**src/rtl/wcwm_pkg.sv**
```systemverilog
// ----------------------------------------------------------------------------
// wcwm_pkg
// Shared types and codes for the word concatenation window matcher.
// ----------------------------------------------------------------------------
package wcwm_pkg;

  typedef enum logic [1:0] {
    OP_LOAD    = 2'd0,
    OP_TEXT    = 2'd1,
    OP_RESTART = 2'd2,
    OP_NONE    = 2'd3
  } op_t;

  localparam logic REG_WORD_LEN   = 1'b0;
  localparam logic REG_WORD_COUNT = 1'b1;

  typedef enum logic [2:0] {
    ST_IDLE,
    ST_START,
    ST_ISSUE,
    ST_EVAL,
    ST_EMIT
  } state_t;

  // controller -> datapath
  typedef struct packed {
    logic load_dict;
    logic start_text;
    logic restart;
    logic init_check;
    logic next_j;
    logic next_c;
    logic next_k;
    logic emit;
  } cmd_t;

  // datapath -> controller
  typedef struct packed {
    logic short_text;
    logic j_done;
    logic j_used;
    logic eq;
    logic last_c;
    logic last_k;
    logic out_busy;
  } sts_t;

endpackage

```
**src/rtl/wcwm_ram.sv**
```systemverilog
// ----------------------------------------------------------------------------
// wcwm_ram
// Simple dual-port RAM, one write port, one read port with registered data.
// ----------------------------------------------------------------------------
module wcwm_ram #(
  parameter int WIDTH = 8,
  parameter int DEPTH = 256
) (
  input  logic                                     clk,
  input  logic                                     we,
  input  logic [((DEPTH > 1) ? $clog2(DEPTH) : 1)-1:0] waddr,
  input  logic [WIDTH-1:0]                         wdata,
  input  logic [((DEPTH > 1) ? $clog2(DEPTH) : 1)-1:0] raddr,
  output logic [WIDTH-1:0]                         rdata
);

  logic [WIDTH-1:0] mem [DEPTH];

  always_ff @(posedge clk) begin
    if (we) begin
      mem[waddr] <= wdata;
    end
    rdata <= mem[raddr];
  end

endmodule

```
**src/rtl/wcwm_ctrl.sv**
```systemverilog
// ----------------------------------------------------------------------------
// wcwm_ctrl
// Sequencer: accepts items, steps the chunk/word/char search, emits results.
// ----------------------------------------------------------------------------
module wcwm_ctrl (
  input  logic            clk,
  input  logic            rst_n,
  input  logic            in_valid,
  input  logic [1:0]      in_op,
  output logic            in_stall,
  input  wcwm_pkg::sts_t  sts,
  output wcwm_pkg::cmd_t  cmd
);

  wcwm_pkg::state_t state_r, state_nxt;

  always_ff @(posedge clk) begin
    if (!rst_n) begin
      state_r <= wcwm_pkg::ST_IDLE;
    end else begin
      state_r <= state_nxt;
    end
  end

  assign in_stall = (state_r != wcwm_pkg::ST_IDLE);

  always_comb begin
    state_nxt = state_r;
    unique case (state_r)
      wcwm_pkg::ST_IDLE: begin
        if (in_valid && (in_op == wcwm_pkg::OP_TEXT)) state_nxt = wcwm_pkg::ST_START;
      end
      wcwm_pkg::ST_START: begin
        state_nxt = sts.short_text ? wcwm_pkg::ST_IDLE : wcwm_pkg::ST_ISSUE;
      end
      wcwm_pkg::ST_ISSUE: begin
        priority if (sts.j_done) state_nxt = wcwm_pkg::ST_IDLE;
        else if (!sts.j_used)    state_nxt = wcwm_pkg::ST_EVAL;
      end
      wcwm_pkg::ST_EVAL: begin
        if (sts.eq && sts.last_c && sts.last_k) state_nxt = wcwm_pkg::ST_EMIT;
        else                                    state_nxt = wcwm_pkg::ST_ISSUE;
      end
      wcwm_pkg::ST_EMIT: begin
        if (!sts.out_busy) state_nxt = wcwm_pkg::ST_IDLE;
      end
      default: state_nxt = wcwm_pkg::ST_IDLE;
    endcase
  end

  always_comb begin
    cmd = '0;
    unique case (state_r)
      wcwm_pkg::ST_IDLE: begin
        if (in_valid) begin
          cmd.load_dict  = (in_op == wcwm_pkg::OP_LOAD);
          cmd.start_text = (in_op == wcwm_pkg::OP_TEXT);
          cmd.restart    = (in_op == wcwm_pkg::OP_RESTART);
        end
      end
      wcwm_pkg::ST_START: cmd.init_check = 1'b1;
      wcwm_pkg::ST_ISSUE: begin
        if (!sts.j_done && sts.j_used) cmd.next_j = 1'b1;
      end
      wcwm_pkg::ST_EVAL: begin
        priority if (!sts.eq)   cmd.next_j = 1'b1;
        else if (sts.last_c)    cmd.next_k = 1'b1;
        else                    cmd.next_c = 1'b1;
      end
      wcwm_pkg::ST_EMIT: begin
        if (!sts.out_busy) cmd.emit = 1'b1;
      end
      default: cmd = '0;
    endcase
  end

endmodule

```
**src/rtl/wcwm_dp.sv**
```systemverilog
// ----------------------------------------------------------------------------
// wcwm_dp
// Datapath: config, dictionary and window RAMs, search counters, result reg.
// ----------------------------------------------------------------------------
module wcwm_dp #(
  parameter int MAX_WORDS    = 16,
  parameter int MAX_WORD_LEN = 16,
  parameter int POS_WIDTH    = 16
) (
  input  logic                 clk,
  input  logic                 rst_n,
  input  logic                 cfg_we,
  input  logic                 cfg_index,
  input  logic [4:0]           cfg_wdata,
  input  logic [3:0]           in_word_index,
  input  logic [3:0]           in_char_pos,
  input  logic [7:0]           in_char_value,
  output logic                 out_valid,
  input  logic                 out_stall,
  output logic [POS_WIDTH-1:0] out_start_pos,
  input  wcwm_pkg::cmd_t       cmd,
  output wcwm_pkg::sts_t       sts
);

  localparam int WIW   = (MAX_WORDS > 1) ? $clog2(MAX_WORDS) : 1;
  localparam int CPW   = (MAX_WORD_LEN > 1) ? $clog2(MAX_WORD_LEN) : 1;
  localparam int DAW   = WIW + CPW;
  localparam int STORE = MAX_WORDS * MAX_WORD_LEN;
  localparam int WAW   = (STORE > 1) ? $clog2(STORE) : 1;
  localparam int JW    = $clog2(MAX_WORDS + 1);
  localparam int LW    = $clog2(MAX_WORD_LEN + 1);
  localparam int TW    = $clog2(STORE + 1);

  logic [4:0]           wl_raw_r, wc_raw_r;
  logic [LW-1:0]        wl;
  logic [JW-1:0]        wc;
  logic [WAW-1:0]       head_r;
  logic [16:0]          seen_r;
  logic [POS_WIDTH-1:0] pos_r, cur_r;
  logic [TW-1:0]        total_r, kb_r;
  logic [JW-1:0]        k_r, j_r;
  logic [CPW-1:0]       c_r;
  logic [MAX_WORDS-1:0] tally_r;
  logic                 out_valid_r;
  logic [POS_WIDTH-1:0] out_pos_r;
  logic                 dict_we;
  logic [DAW-1:0]       dict_waddr, dict_raddr;
  logic [WAW-1:0]       win_raddr;
  logic [7:0]           dict_rdata, win_rdata;

  // register values out of range are clamped
  always_comb begin
    if (wl_raw_r == 5'd0)                   wl = LW'(1);
    else if (int'(wl_raw_r) > MAX_WORD_LEN) wl = LW'(MAX_WORD_LEN);
    else                                    wl = LW'(wl_raw_r);
    if (wc_raw_r == 5'd0)                   wc = JW'(1);
    else if (int'(wc_raw_r) > MAX_WORDS)    wc = JW'(MAX_WORDS);
    else                                    wc = JW'(wc_raw_r);
  end

  assign dict_we    = cmd.load_dict && (int'(in_word_index) < MAX_WORDS)
                      && (int'(in_char_pos) < MAX_WORD_LEN);
  assign dict_waddr = {WIW'(in_word_index), CPW'(in_char_pos)};
  assign dict_raddr = {j_r[WIW-1:0], c_r};
  // window offset p from its start sits at head - total + p (circular buffer)
  assign win_raddr  = WAW'(head_r - WAW'(total_r) + WAW'(kb_r) + WAW'(c_r));

  wcwm_ram #(.WIDTH(8), .DEPTH(1 << DAW)) u_dict (
    .clk   (clk),
    .we    (dict_we),
    .waddr (dict_waddr),
    .wdata (in_char_value),
    .raddr (dict_raddr),
    .rdata (dict_rdata)
  );

  wcwm_ram #(.WIDTH(8), .DEPTH(1 << WAW)) u_win (
    .clk   (clk),
    .we    (cmd.start_text),
    .waddr (head_r),
    .wdata (in_char_value),
    .raddr (win_raddr),
    .rdata (win_rdata)
  );

  always_comb begin
    sts.short_text = seen_r < 17'(total_r);
    sts.j_done     = (j_r == wc);
    sts.j_used     = tally_r[j_r[WIW-1:0]];
    sts.eq         = (dict_rdata == win_rdata);
    sts.last_c     = (LW'(c_r) == wl - LW'(1));
    sts.last_k     = (k_r == wc - JW'(1));
    sts.out_busy   = out_valid_r && out_stall;
  end

  always_ff @(posedge clk) begin
    if (!rst_n) begin
      wl_raw_r    <= 5'd1;
      wc_raw_r    <= 5'd1;
      head_r      <= '0;
      seen_r      <= '0;
      pos_r       <= '0;
      out_valid_r <= 1'b0;
    end else begin
      if (cfg_we) begin
        if (cfg_index == wcwm_pkg::REG_WORD_LEN) wl_raw_r <= cfg_wdata;
        else                                     wc_raw_r <= cfg_wdata;
      end
      if (cmd.restart) begin
        seen_r <= '0;
        pos_r  <= '0;
      end
      if (cmd.start_text) begin
        head_r <= head_r + WAW'(1);
        if (seen_r != '1) seen_r <= seen_r + 17'd1;
        if (pos_r != '1)  pos_r  <= pos_r + POS_WIDTH'(1);
      end
      if (out_valid_r && !out_stall) out_valid_r <= 1'b0;
      if (cmd.emit)                  out_valid_r <= 1'b1;
    end
  end

  always_ff @(posedge clk) begin
    if (cmd.start_text) begin
      cur_r   <= pos_r;
      total_r <= TW'(wl) * TW'(wc);
    end
    if (cmd.init_check) begin
      k_r     <= '0;
      j_r     <= '0;
      c_r     <= '0;
      kb_r    <= '0;
      tally_r <= '0;
    end
    if (cmd.next_j) begin
      j_r <= j_r + JW'(1);
      c_r <= '0;
    end
    if (cmd.next_c) c_r <= c_r + CPW'(1);
    if (cmd.next_k) begin
      tally_r[j_r[WIW-1:0]] <= 1'b1;
      k_r  <= k_r + JW'(1);
      kb_r <= TW'(kb_r + TW'(wl));
      j_r  <= '0;
      c_r  <= '0;
    end
    if (cmd.emit) out_pos_r <= POS_WIDTH'(cur_r - POS_WIDTH'(total_r) + POS_WIDTH'(1));
  end

  assign out_valid     = out_valid_r;
  assign out_start_pos = out_pos_r;

endmodule

```
**src/rtl/word_concatenation_window_matcher_top.sv**
```systemverilog
// ----------------------------------------------------------------------------
// word_concatenation_window_matcher_top
// Streams text through a window and reports windows made of dictionary words.
// ----------------------------------------------------------------------------
// Load and restart items are taken without leaving idle. A text item starts
// a search only when the window is full: for each chunk every unused
// dictionary word is compared byte by byte until a mismatch, through the
// registered read ports of the dictionary and window RAMs. Already used
// dictionary words are skipped, the search ends when a chunk finds no word,
// and a full match hands a result to the output register. A result waits
// in an output register while the next item is taken; a new result stalls
// only if that register is still full.
module word_concatenation_window_matcher_top #(
  parameter int MAX_WORDS    = 16,
  parameter int MAX_WORD_LEN = 16,
  parameter int POS_WIDTH    = 16
) (
  input  logic                 clk,
  input  logic                 rst_n,
  input  logic                 cfg_we,
  input  logic                 cfg_index,
  input  logic [4:0]           cfg_wdata,
  input  logic                 in_valid,
  output logic                 in_stall,
  input  logic [1:0]           in_op,
  input  logic [3:0]           in_word_index,
  input  logic [3:0]           in_char_pos,
  input  logic [7:0]           in_char_value,
  output logic                 out_valid,
  input  logic                 out_stall,
  output logic [POS_WIDTH-1:0] out_start_pos
);

  wcwm_pkg::cmd_t cmd;
  wcwm_pkg::sts_t sts;

  wcwm_ctrl u_ctrl (
    .clk      (clk),
    .rst_n    (rst_n),
    .in_valid (in_valid),
    .in_op    (in_op),
    .in_stall (in_stall),
    .sts      (sts),
    .cmd      (cmd)
  );

  wcwm_dp #(
    .MAX_WORDS    (MAX_WORDS),
    .MAX_WORD_LEN (MAX_WORD_LEN),
    .POS_WIDTH    (POS_WIDTH)
  ) u_dp (
    .clk           (clk),
    .rst_n         (rst_n),
    .cfg_we        (cfg_we),
    .cfg_index     (cfg_index),
    .cfg_wdata     (cfg_wdata),
    .in_word_index (in_word_index),
    .in_char_pos   (in_char_pos),
    .in_char_value (in_char_value),
    .out_valid     (out_valid),
    .out_stall     (out_stall),
    .out_start_pos (out_start_pos),
    .cmd           (cmd),
    .sts           (sts)
  );

endmodule
```
**config.mk**
```make
export PLATFORM = sky130hd
export DESIGN_NAME = word_concatenation_window_matcher_top
export DESIGN_NICKNAME = d
export VERILOG_FILES = /design/src/rtl/wcwm_pkg.sv /design/src/rtl/wcwm_ram.sv /design/src/rtl/wcwm_ctrl.sv /design/src/rtl/wcwm_dp.sv /design/src/rtl/word_concatenation_window_matcher_top.sv
export SDC_FILE = /design/constraint.sdc
export NUM_CORES = 2
export LEC_CHECK = 0
export BUFFER_PORTS_ARGS = -buffer_cell sky130_fd_sc_hd__buf_2
export CAP_MARGIN = 20
export CORE_UTILIZATION = 47
export CTS_BUF_LIST = sky130_fd_sc_hd__clkbuf_8
export CTS_CLUSTER_SIZE = 25
export DETAILED_ROUTE_END_ITERATION = 8
export PLACE_DENSITY = 0.65
export SLEW_MARGIN = 10
export SYNTH_ARGS = -nofsm -noshare
export SYNTH_HDL_FRONTEND = slang
export SYNTH_SLANG_ARGS = --single-unit
```
**constraint.sdc**
```tcl
create_clock -name clk -period 14.52 [get_ports clk]
set_input_delay 0.726 -clock clk [delete_from_list [all_inputs] [get_ports clk]]
set_output_delay 0.726 -clock clk [all_outputs]
set_load 0.02 [all_outputs]
```
==> After elaboration in Yosys (flattened, before gate mapping) <==
Memory sizes are Yosys's and may differ from the RTL's. A register that Yosys moved wholly into a read port is not among the register bits.
Cells that the tools add are included.
{ "word_totals": {"mem_count": 2, "in_bits": 29, "regBits": 135, "wordCells": 124, "output_inout_bits": 18, "ram_bits": 4096} }
{ "op_classes": {"bitwise": 2, "n_eq_ne": 15, "n_mul": 1, "n_reduce_logical": 21, "n_lt_le_gt_ge": 5, "add_sub_neg": 14, "n_mux": 49} }
{ "mem_list": {"columns": ["memory", "words", "word_bits", "rd", "rd_clocked_by_memory_dff", "write_ports", "line_no", "rtl"], "rows": [
  ["u_dp.u_dict.mem", 256, 8, 1, 1, 1, "wcwm_ram.sv:17", "logic [WIDTH-1:0] mem [DEPTH];"],
  ["u_dp.u_win.mem", 256, 8, 1, 1, 1, "wcwm_ram.sv:17", null]
]} }
{ "ops": {"columns": ["cell", "count"], "rows": [
  ["two-way mux 16 bit", 5],
  ["two-way mux 17 bit", 3],
  ["two-way mux 5 bit", 7],
  ["adder 16 x 1 -> 16 bit, second input constant", 2],
  ["two-way mux 3 bit", 7],
  ["two-way mux 9 bit", 2],
  ["adder 17 x 1 -> 17 bit, second input constant", 1],
  ["< comparator 17 x 9 -> 1 bit", 1],
  ["inequality test 17 bit, second input constant", 1],
  ["inequality test 16 bit, second input constant", 1],
  ["bitwise OR 16 bit", 1],
  ["subtractor 16 x 9 -> 16 bit", 1],
  ["two-way mux 1 bit", 15],
  ["case mux 3 bit (5 select lines)", 1],
  ["two-way mux 4 bit", 3],
  ["adder 5 x 1 -> 5 bit, second input constant", 2],
  ["== test 5 bit", 2],
  ["> comparator 5 bit, second input constant", 2],
  ["logical NOT 5 bit", 2],
  ["subtractor 5 x 1 -> 5 bit, second input constant", 2],
  ["adder 9 x 5 -> 9 bit", 1],
  ["multiplier 5 x 5 -> 9 bit", 1],
  ["adder 8 x 1 -> 8 bit, second input constant", 1],
  ["adder 8 x 4 -> 8 bit", 1],
  ["other kinds (28)", 42]
]} }

==> Depth between registers and ports, before layout <==
{ "logic_depth": {"word_depth": 10, "ltp_mapped": 22, "depth_no_buf": 16} }

==> Cells and area by module <==
Synthesis repeated with hierarchy kept, for this count alone.
{ "hier_totals": {"hier_cells": 8354, "hier_area_um2": 167535.7} }
{ "modules_own_cells": {"columns": ["mod", "area_each_um2", "seq_area_each_um2", "instances", "cells_per_inst"], "rows": [
  ["wcwm_ram", 79556.3, 61659.1, 2, 3733],
  ["wcwm_dp", 8149.1, 3163.0, 1, 854],
  ["wcwm_ctrl", 274.0, 60.1, 1, 34]
]} }

==> Worst setup path before layout <==
No wires, ideal clock.
{ "synth_timing": {"path_kind": "register to register", "startpoint": "reg u_dp.c_r[1]", "endpoint": "reg u_dp.u_win.rdata[7], read port of u_dp.u_win.mem", "n_path_buf": 7, "path_stages_with_launch": 19, "synth_period_minus_slack_ps": 5526, "setup_time_ps": 124, "required_time_ps": 14396, "arrival_time_ps": 5401, "slack_ps": 8994, "path_cell_list": "dfxtp_1 -> buf_2 -> buf_2 -> buf_1 -> buf_1 -> inv_1 -> fa_1 -> inv_1 -> fa_1 -> ha_1 -> fa_1 -> xor2_2 -> buf_6 -> buf_6 -> buf_4 -> mux4_2 -> mux2i_1 -> o22ai_1 -> a2111o_1"} }
{ "synth_between": {"elab_chain_cells": 1} }
{ "synth_lines": {"columns": ["item", "line_no", "rtl"], "rows": [
  ["start: declaration", "wcwm_dp.sv:42", "logic [CPW-1:0] c_r;"],
  ["start signal: assignment", "wcwm_dp.sv:139", "if (cmd.next_c) c_r <= c_r + CPW'(1);"],
  ["adder 8 x 4 -> 8 bit", "wcwm_dp.sv:66", "assign win_raddr = WAW'(head_r - WAW'(total_r) + WAW'(kb_r) + WAW'(c_r));"],
  ["end: declaration", "wcwm_ram.sv:14", "output logic [WIDTH-1:0] rdata"]
]} }
No other way between the ends.
A chain may end at the register's enable or synchronous reset.

==> Worst setup path after layout <==
{ "layout_timing": {"startpoint": "reg u_dp.c_r[1]", "endpoint": "reg u_dp.u_win.rdata[2], read port of u_dp.u_win.mem"} }
Same word-level chain as after synthesis.

==> flow_summary.toml <==
[pwr]
p_sw_mw = 5.722
power.share.switching = 0.2352
power_leakage_nw = 57.31
seqPwrFrac = 0.556
internal-power_mw = 18.60
ir_drop_uv = 91.17
power_frac_clock = 0.378
p_comb_frac = 0.066
p_per_area_nw_per_um2 = 131.6

[global_routing]
overflow = 0
grt_max_degree = 198
grt_use_total = 0.2256
antenna_found_initial = 6
grt_pass1_vias = 82780
grt_pass1_wl_um = 585500

[cts]
cts.sinks = 4246
cts-buffers-inserted = 654
cts.clk_slew.worst_paths_ns = 0.06
cts_setup_buffers = 0
cts_tree = "yes"
htreeDepth = 6
cts.path.max_buffers = 4
hold_buffers = 23
clock-root-buffer = "clkbuf_8"
ctsResizeCount = 0
clkLatencyLatePin_ns = 1.21

[sta]
timing.fmax_mhz = 143.1
fin_setup_tns_ns = 0
hold_violations = 0
fin_worst_skew_ns = 0.06501
rsz0062_at_grt = "no"
worstMarginPinSlew_ns = 1.305
setup_viol = 0
fin_crit_ns = 6.990
drv_slew = 0
period_share = 0.4814
slew_headroom = 0.1266

[yosys]
seq_area_frac_synth = 0.7581
synth_nets = 7909
syn-cell-area_um2 = 166900
synthArstFlopShare = 0
netlist_top_cells_area = "edfxtp_1 (75%), mux4_2 (17%), nor2_1 (1.5%), dfxtp_1 (1.2%), nand2_1 (0.65%)"
ys_warn_count = 0
avgSynthCellArea_um2 = 21.45
synth_edf_count = 4150
syn_inst = 7781
synth_seq_cells = 4246
synth.top_cell.area_share = 0.7466
synth_cell_types = 71
yosysTopAreaCell = "edfxtp_1"
yosys_most_used_dff = "edfxtp_1"

[layout]
fin_nets = 8371
multiInputGateArea_um2 = 38220
layout-drive-gt1-share = 0.2603
fin_area_um2 = 184800
syn_to_final_growth_pct = 10.71
layout_commonest_cell = "edfxtp_1"
nFillCells = 27180
regArea_um2 = 126600
layout_common_cells = "edfxtp_1 (4150), mux4_2 (1250), clkbuf_8 (670)"

[status]
status = "complete, no violations"

[setup_path]
critPathLaunch = "u_dp.c_r[1]"
reg2reg_from = "u_dp.c_r[1]"
cp-start-kind = "flop"
cp_data_required_time_ns = 15.61
crit_type = "flop to flop"
cp_max_fo = 65
crit_path_end_kind = "flop"
reg2reg_setup_slack_ns = 7.53
cp.arrival_ns = 8.08

[detailed_routing]
num_vias = 81090
vias_per_cell = 6.011
avgRoutedWirePerCell_um = 30.06
ant_nets = 0
initialDrtViolationCount = 9181
drc = 0
wl_um = 405500
first_pass_iters = 6

[die]
core_um2 = 353000
dieWidth_um = 597.9
dieArea_um2 = 357500
pin_count = 47
die_y_um = 597.9
num_rows = 218
start_util = 0.4729

[min_path]
min_path_type = "input port to flop"
hold_start = "in_char_value[4]"

[placed_design]
dp_hpwl_um = 237900
placed_area_um2 = 172600
place.gp.congestion = 0.8525
port_buffers = 46

[job]
drv_cap = 0
[area by class of cell]
| class | instances | area share |
|---|---|---|
| Tap cell | 4730 | 0.03203 |
| Clock buffer | 670 | 0.04990 |
| Clock inverter | 496 | 0.01426 |
| Sequential cell | 4246 | 0.6849 |
| Timing Repair Buffer | 222 | 0.01013 |
| Inverter | 91 | 0.001889 |
| Antenna cell | 7 | 0.00009479 |
| Multi-Input combinational cell | 3028 | 0.2068 |
[registers in the layout, summed over array words and instances, names as in the netlist, 9 cells and up]
name                flops
u_dp.u_dict.mem      2048
u_dp.u_win.mem       2048
u_dp.seen_r            17
u_dp.cur_r             16
u_dp.out_start_pos     16
u_dp.pos_r             16
u_dp.tally_r           16
u_dp.total_r            9
[worst paths after layout]
path	endpoint	cells past startpoint
max	u_dp.u_win.rdata[2]	14
min	u_dp.u_dict.mem[93][4]	1
max reg2reg	u_dp.u_win.rdata[2]	14
min reg2reg	u_dp.tally_r[4]	2
[critical path, cell delays in order, from the launching register on]
cell and delay (ns):
dfxtp_4 0.74, inv_1 0.20, fa_1 0.58, inv_1 0.05
fa_1 0.48, ha_4 0.63, buf_4 0.71, buf_4 0.85
mux4_2 0.44, mux4_2 0.46, and2_1 0.18, a2111oi_0 0.79
a311oi_1 0.33, a31oi_1 0.25, nor3b_1 0.07
[stage by stage]
| stage | cells | power, mW | setup WS, ns | util | hold slack (ns) |
|---|---|---|---|---|---|
| after floorplan | 7781 | 14.68 | 8.994 | - | 0.4064 |
| after global placement | 12290 | 15.36 | 7.506 | 0.4890 | 0.4314 |
| after detailed placement | 12290 | 15.38 | 7.511 | 0.4890 | 0.4449 |
| after CTS | 13480 | 24.47 | 7.485 | 0.5233 | 0.01865 |
| after global routing | 13490 | 25.05 | 7.329 | 0.5235 | 0.03937 |
| final | 13490 | 24.33 | 7.530 | 0.5236 | 0.04446 |
[per-layer routing]
metal,vias up,wire [um],track usage
li1,33280,-,-
met1,43160,161700,0.3138
met2,3890,193900,0.3563
met3,747,34640,0.04626
met4,8,15260,0.08073
met5,-,54,0
[power by group through the flow]
stage | sequential, mW | combinational [mW] | clock [mW]
3_3_place_gp | 13.8 | 1.59 | 0
4_1_cts | 13.5 | 1.62 | 9.34
5_1_grt | 13.5 | 1.69 | 9.86
2_1_floorplan | 13.7 | 0.944 | 0
6_report | 13.5 | 1.61 | 9.20
3_5_place_dp | 13.8 | 1.61 | 0
[kinds of logic (layout without fill, tap and decap cells)]
family                     after synthesis  after routing  share of synthesized area
xor gates and xnor gates                80             80                   0.004243
AOI/OAI and AO/OA                      276            276                    0.01095
adders and majority gates               99             99                   0.008366
and+or+nand+nor                       1264           1264                    0.03235
DFF                                   4246           4246                     0.7581
muxes                                 1309           1309                     0.1722
buffers and inverters                  507           1479                    0.01377
other                                    0              7                          0
[synth_stat cells, drive strengths merged, types with 33 or more instances]
cell type  count
a21oi         66
buf          211
clkbuf       205
dfxtp         96
edfxtp      4150
ha            78
inv           89
mux2i         59
mux4        1250
nand2        291
nand3        119
nand4         38
nor2         646
nor3          41
o21ai         49
xnor2         47
xor2          33
Power figures use the tool's default switching activity.
